[src/rtl/core/stlr_pkg.sv]
// shared types and constants of the scrollback text line ring
package stlr_pkg;

	// store geometry
	localparam int MAX_COLS = 64;
	localparam int MAX_ROWS = 32;
	localparam int COL_W    = $clog2(MAX_COLS);
	localparam int ROW_W    = $clog2(MAX_ROWS);
	localparam int ADDR_W   = ROW_W + COL_W;
	localparam int DEPTH    = MAX_ROWS * MAX_COLS;

	// register widths
	localparam int COLS_W   = COL_W + 1;
	localparam int ROWS_W   = ROW_W + 1;
	localparam int SCROLL_W = ROW_W;
	localparam int CFG_IDX_W  = 3;
	localparam int CFG_DATA_W = 7;

	// remainder unit widths: sum of three row values, divisor up to MAX_ROWS
	localparam int MOD_W = ROW_W + 2;
	localparam int DIV_W = ROWS_W;
	localparam int CNT_W = $clog2(MOD_W + 1);

	// action codes
	localparam logic [1:0] ACT_WRITE = 2'd0;
	localparam logic [1:0] ACT_CLEAR = 2'd1;
	localparam logic [1:0] ACT_READ  = 2'd2;
	localparam logic [1:0] ACT_NOP   = 2'd3;

	// register indexes
	localparam logic [CFG_IDX_W-1:0] CFG_COLS   = 3'd0;
	localparam logic [CFG_IDX_W-1:0] CFG_ROWS   = 3'd1;
	localparam logic [CFG_IDX_W-1:0] CFG_WRAP   = 3'd2;
	localparam logic [CFG_IDX_W-1:0] CFG_SCROLL = 3'd3;

	// character codes
	localparam logic [7:0] CHAR_TERM    = 8'd0;
	localparam logic [7:0] CHAR_NEWLINE = 8'd10;

	typedef struct packed {
		logic [1:0]       action;
		logic [7:0]       char_code;
		logic [ROW_W-1:0] read_row;
		logic [COL_W-1:0] read_col;
	} item_t;

	typedef struct packed {
		logic [7:0]       read_data;
		logic [ROW_W-1:0] write_row;
		logic [COL_W-1:0] write_col;
		logic [ROW_W-1:0] window_first_row;
		logic             dropped;
	} result_t;

	typedef struct packed {
		logic             start;
		logic [MOD_W-1:0] dividend;
		logic [DIV_W-1:0] divisor;
	} mod_req_t;

	typedef struct packed {
		logic             done;
		logic [ROW_W-1:0] rem;
	} mod_rsp_t;

endpackage

[src/rtl/core/stlr_mod.sv]
// bit-serial remainder unit for row arithmetic modulo the rows in use
module stlr_mod import stlr_pkg::*; (
	input  logic     clk,
	input  logic     arst_n,
	input  mod_req_t req,
	output mod_rsp_t rsp
);

	logic [MOD_W-1:0] rem_q;
	logic [MOD_W-1:0] sh_q;
	logic [DIV_W-1:0] div_q;
	logic [CNT_W-1:0] cnt_q;
	logic             done_q;
	logic [MOD_W-1:0] trial;
	logic [MOD_W-1:0] step_rem;

	// one restoring step: shift in the next dividend bit, subtract if it fits
	always_comb begin
		trial    = {rem_q[MOD_W-2:0], sh_q[MOD_W-1]};
		step_rem = (trial >= MOD_W'(div_q)) ? trial - MOD_W'(div_q) : trial;
	end

	// control
	always_ff @(posedge clk or negedge arst_n) begin
		if (!arst_n) begin
			cnt_q  <= '0;
			done_q <= 1'b0;
		end else if (req.start) begin
			if (req.dividend < MOD_W'(req.divisor)) begin
				cnt_q  <= '0;
				done_q <= 1'b1;
			end else begin
				cnt_q  <= CNT_W'(MOD_W);
				done_q <= 1'b0;
			end
		end else if (cnt_q != '0) begin
			cnt_q  <= cnt_q - 1'b1;
			done_q <= (cnt_q == CNT_W'(1));
		end else begin
			done_q <= 1'b0;
		end
	end

	// datapath
	always_ff @(posedge clk) begin
		if (req.start) begin
			div_q <= req.divisor;
			if (req.dividend < MOD_W'(req.divisor)) begin
				rem_q <= req.dividend;
			end else begin
				rem_q <= '0;
				sh_q  <= req.dividend;
			end
		end else if (cnt_q != '0) begin
			rem_q <= step_rem;
			sh_q  <= {sh_q[MOD_W-2:0], 1'b0};
		end
	end

	assign rsp.done = done_q;
	assign rsp.rem  = rem_q[ROW_W-1:0];

endmodule

[config.mk]
export PLATFORM = sky130hd
export DESIGN_NAME = stlr_mod
export DESIGN_NICKNAME = d
export VERILOG_FILES = /design/src/rtl/core/stlr_pkg.sv /design/src/rtl/core/stlr_mod.sv
export SDC_FILE = /design/constraint.sdc
export NUM_CORES = 1
export LEC_CHECK = 0
export ABC_AREA = 1
export ABC_CLOCK_PERIOD_IN_PS = 3350
export BUFFER_PORTS_ARGS = -buffer_cell sky130_fd_sc_hd__buf_4
export CAP_MARGIN = 0
export CORE_ASPECT_RATIO = 0.7
export CORE_UTILIZATION = 45
export DETAILED_ROUTE_END_ITERATION = 10
export PLACE_DENSITY = 0.68
export REMOVE_ABC_BUFFERS = 1
export SLEW_MARGIN = 15
export SYNTH_ARGS = -nofsm -noshare
export SYNTH_HDL_FRONTEND = slang
export SYNTH_SLANG_ARGS = --single-unit
[constraint.sdc]
create_clock -name clk -period 3.35 [get_ports clk]
set_clock_uncertainty 0.05 [all_clocks]
set_input_delay 0.335 -clock clk [delete_from_list [all_inputs] [get_ports clk]]
set_output_delay 0.335 -clock clk [all_outputs]
set_load 0.02 [all_outputs]
## Word level (Yosys, flattened, before mapping)

Index checks and enable logic that the tools add are counted.

| cells by class | value |
|---|---|
| add/subtract/negate cells | 2 |
| muxes and demuxes | 13 |
| reductions and logical operators | 3 |
| eq/ne operators | 2 |
| $lt $le $gt $ge | 2 |

Operators with widths:

| cell | count |
|---|---|
| 6-bit 2-to-1 mux | 4 |
| 7-bit 2-to-1 mux | 3 |
| 3-bit 2-to-1 mux | 3 |
| 7-bit by 6-bit greater-or-equal comparator with 1-bit output | 1 |
| 7-bit by 6-bit < comparator with 1-bit output | 1 |
| 6-bit subtractor | 1 |
| 3-bit by 1-bit equality test with 1-bit output, second input constant | 1 |
| 1-bit 2-to-1 mux | 3 |
| 3-bit nonzero test | 1 |
| 3-bit by 1-bit subtractor with 3-bit output, second input constant | 1 |
| 2-bit != test, second input constant | 1 |
| 2-bit AND reduction | 1 |
| 2-bit nonzero test | 1 |

| storage, ports and cells | value |
|---|---|
| register bits after elaboration | 23 |
| logic and storage cells | 27 |
| bits of input ports | 16 |
| output and inout bits | 6 |

## Depth between registers and ports, before layout

| logic depth | value |
|---|---|
| depth in word-level cells | 4 |
| depth in mapped cells | 11 |
| gate-level depth less buffers | 11 |

## Worst setup path before layout

Ideal clock, no wire load.

| path | value |
|---|---|
| path type | input to register |
| start point | input req[5] (netlist bit) |
| end point | register sh_q[0], enable pin |
| required time | 2940 ps |
| library setup time | 360 ps |
| stages on the path | 7 |
| slack | 1539 ps |
| buffers on the path | 0 |
| arrival | 1401 ps |
| cells stage by stage | inv_1 > ha_1 > nand2_1 > o21a_1 > nand3_1 > inv_1 > nor2_1 |

| between the ends | value |
|---|---|
| cells in the longest elaborated chain, start to end | 3 |

Ends and longest elaborated chain:

| element | RTL line | RTL |
|---|---|---|
| start: declaration | stlr_mod.sv:5 | `input mod_req_t req,` |
| 7-bit by 6-bit < comparator with 1-bit output | stlr_mod.sv:48 | `if (req.dividend < MOD_W'(req.divisor)) begin` |
| 2-bit != test (no source line) | - |  |
| 2-bit AND reduction (no source line) | - |  |
| end signal: assignment | stlr_mod.sv:52 | `sh_q <= req.dividend;` |
| end signal: assignment | stlr_mod.sv:56 | `sh_q <= {sh_q[MOD_W-2:0], 1'b0};` |
| end: declaration | stlr_mod.sv:10 | `logic [MOD_W-1:0] sh_q;` |

No other way between the ends.
A chain may end at the register's enable or synchronous reset.

## Worst setup path in the final report

| path | value |
|---|---|
| start point | register sh_q[6] |
| end point | register rem_q[4], data pin |

| between the ends | value |
|---|---|
| cells in the longest elaborated chain, start to end | 4 |
| elaborated cells on any way between the ends | 5 |
| those cells by class | add/sub (1); order compare (1); mux (3) |

Ends and longest elaborated chain:

| element | RTL line | RTL |
|---|---|---|
| 6-bit subtractor / 7-bit by 6-bit greater-or-equal comparator with 1-bit output (equally long branches) | stlr_mod.sv:20 | `step_rem = (trial >= MOD_W'(div_q)) ? trial - MOD_W'(div_q) : trial;` |
| 6-bit 2-to-1 mux * | stlr_mod.sv:20 |  |
| 6-bit 2-to-1 mux * | stlr_mod.sv:54 | `end else if (cnt_q != '0) begin` |
| 6-bit 2-to-1 mux * | stlr_mod.sv:46 | `if (req.start) begin` |
| end signal: assignment | stlr_mod.sv:49 | `rem_q <= req.dividend;` |
| end signal: assignment | stlr_mod.sv:55 | `rem_q <= step_rem;` |
| end: declaration | stlr_mod.sv:9 | `logic [MOD_W-1:0] rem_q;` |

Every way passes the cells marked *; elsewhere a longest branch is shown, timed or not. The select of a mux whose other input is x is not followed.

==> metrics.csv <==
stage;metric;value;unit
power;intPower;704.0;uW
power;power_frac_clock;14.4;%
cts;clock_tree.root_cell;clkbuf_8;
grt;grt_pass1_vias;1160;
place;hpwl;2541;um
worst_setup_path;critPathCaptureType;flip-flop;
floorplanning;core-area;3276;um2
layout;final_cells;262;
power;p_seq_share;36.2;%
sta;fmax;488.2;MHz
grt;track_usage;18.80;%
grt;grt_start_max_net_pins;19;
cts;clk_latency;260;ps
sta;worst_slew_pin_slew;577.1;ps
sta;timing.final.crit_share;61.15;%
sta;hold_violations;0;
yosys;yosys.area.top_type;edfxtp_1;
worst_hold_path;worst_hold_path_type;primary input to flip-flop;
power;switchingPower;491.6;uW
worst_setup_path;cp.required;3320;ps
yosys;ys_ff_latch;23;
power;combPwrFrac;49.3;%
layout;regArea;670.6;um2
floorplanning;die_width;73.56;um
floorplanning;die-area;3831;um2
yosys;yosysUniqueCellTypes;26;
worst_setup_path;arrival;2020;ps
sta;fin_tns_setup;0;ps
place;numPortBuffers;21;
power;sw_frac_of_total;41.12;%
layout;multiInputGateArea;743.2;um2
yosys;synthCells;197;
power;powerDensity;655.4;nW/um2
sta;finalSetupViolCount;0;
floorplanning;start_util;49.24;%
run;drv_cap;0;
yosys;avgSynthCellArea;8.187;um2
place;dp.cells;257;
cts;cts_made_buffers;3;
status;status;finished clean;
cts;clockBufferDepth;2;
grt;grt_pass1_wl;5306;um
routing;vias;1263;
sta;fin_crit;2048;ps
grt;antenna_found_initial;0;
grt;grt_overflow;0;
routing;drtIter0Drc;78;
routing;drcViolationCount;0;
cts;ctsResizeCount;0;
worst_setup_path;critPathLaunchType;flip-flop;
worst_setup_path;path_max_fanout;3;
layout;antenna_cells;0;
worst_hold_path;min_path_cells;1;
cts;htreeDepth;1;
worst_setup_path;ff2ff_path_depth;11;
routing;antenna_left;0;
cts;cts_tree;yes;
power;ir_drop;0.3016;mV
yosys;yosys-top-cells-area;edfxtp_1, nand2_1, ha_1, inv_1, dfrtp_1;
cts;cts.sinks;23;
floorplanning;rows;17;
place;gp_congestion;0.8719;
floorplanning;io_pins;22;
routing;routedWlPerCell;11.92;um
layout;final_nets;248;
sta;whs;200.9;ps
routing;wl;3123;um
sta;slew_headroom;61.38;%
cts;path_clk_slew;80;ps
yosys;yosys_warnings;0;
worst_setup_path;crit_type;flip-flop to flip-flop;
layout;drive_gt1_share;14.42;%
yosys;synth_area;1613;um2
power;leakagePower;0.9648;nW
yosys;ys_seq_area_share;41.58;%
layout;fill_cells;318;
routing;drtPass1Iterations;4;
sta;rsz0062_at_grt;false;
yosys;yosys.area.top_type_share;35.38;%
routing;vias_per_cell;4.821;
layout;syn2layout_area_growth;13.11;%
floorplanning;die_h;52.09;um
sta;report.final.slew_viol_count;0;
logic make-up after synthesis:
family,Yosys count,share of synthesized area [%]
xor gates and xnor gates,1,0.5432
DFF,23,41.58
adders and majority gates,16,12.88
AOI/OAI and AO/OA,11,4.810
and+or+nand+nor,101,27.85
buffers and inverters,45,12.33
flip-flops by register name, summed over array words and instances (netlist names):
| name | count |
|---|---|
| sh_q | 7 |
| div_q | 6 |
| rem_q | 6 |
| cnt_q | 3 |
| done_q | 1 |
power by group through the flow:
stage | logic, mW | clock network (mW) | registers (mW)
floorplan | 0.401 | 0 | 0.464
global placement | 0.581 | 0 | 0.441
detailed placement | 0.588 | 0 | 0.441
CTS | 0.591 | 0.173 | 0.435
global route | 0.673 | 0.186 | 0.441
finish | 0.590 | 0.173 | 0.433
layer usage:
metal	routed length (um)	share of wire, %	GRT usage (%)
met3	180	5.8	4.845
met5	0	0	0
met2	1273	41	27.68
met1	1670	53	28.48
met4	0	0	1.923
worst max-delay path, stage by stage (launching register included):
cell	delay, ps
edfxtp_1	340
inv_1	80
ha_1	210
fa_1	390
nor2_1	260
nand2_1	120
nand3_1	80
nand2_1	50
nand2_1	60
nand2_1	50
nand3_1	70
nand2_1	60
path summary, 6_finish.rpt:
check / startpoint / end / slack [ps]
setup / recovery: sh_q[6]$_DFFE_PP_ / rem_q[4]$_DFFE_PP_ / 1300
hold / removal: req[2] / div_q[2]$_DFFE_PP_ / 200
setup reg to reg: sh_q[6]$_DFFE_PP_ / rem_q[4]$_DFFE_PP_ / 1300
hold reg to reg: sh_q[3]$_DFFE_PP_ / sh_q[4]$_DFFE_PP_ / 470
max in group asynchronous: arst_n / cnt_q[1]$_DFFE_PN0P_ / 2810
min in group asynchronous: arst_n / cnt_q[2]$_DFFE_PN0P_ / 340
stage by stage:
stage                     utilization [%]  total power, mW  setup WS [ps]  area, um2
after floorplan                         -           0.8647           1504       1553
final                               55.69            1.196           1302       1824
after CTS                           55.69            1.199           1286       1824
after detailed placement            54.01            1.028           1059       1769
after global routing                55.69            1.300           1129       1824
after global placement              54.01            1.022           1137       1769
layout make-up:
cell class / instances / share of cell area (%)
Multi-Input combinational cell: 129 / 40.74
Sequential cell: 23 / 36.76
Timing Repair Buffer: 22 / 9.191
Inverter: 37 / 7.613
Tap cell: 47 / 3.224
Clock buffer: 4 / 2.469
cell usage after synthesis (all sizes together):
cell type,count
o31ai,1
nand4,8
o21ai,4
xor2,1
ha,15
clkbuf,1
nand3,17
nand2,63
edfxtp,19
o211ai,1
dfrtp,4
nor3,1
nor2,11
a21oi,4
or2,1
o21a,1
buf,7
inv,37
fa,1
cell usage in the layout, fill, tap and decap left out, drive strengths merged, types with 4 or more instances in the layout:
cell and instances:
o21ai 4, ha 15, dfrtp 4, nand3 17, clkbuf 4, a21oi 4
buf 21, inv 37, nand4 8, edfxtp 19, nand2 63, nor2 11
repair_timing:
action | 4_1_cts | 5_1_grt
setup buffers | 0 | 0
hold buffers | 1 | 0
endpoints found under the hold margin | 4 | 0
Power figures use the tool's default switching activity.
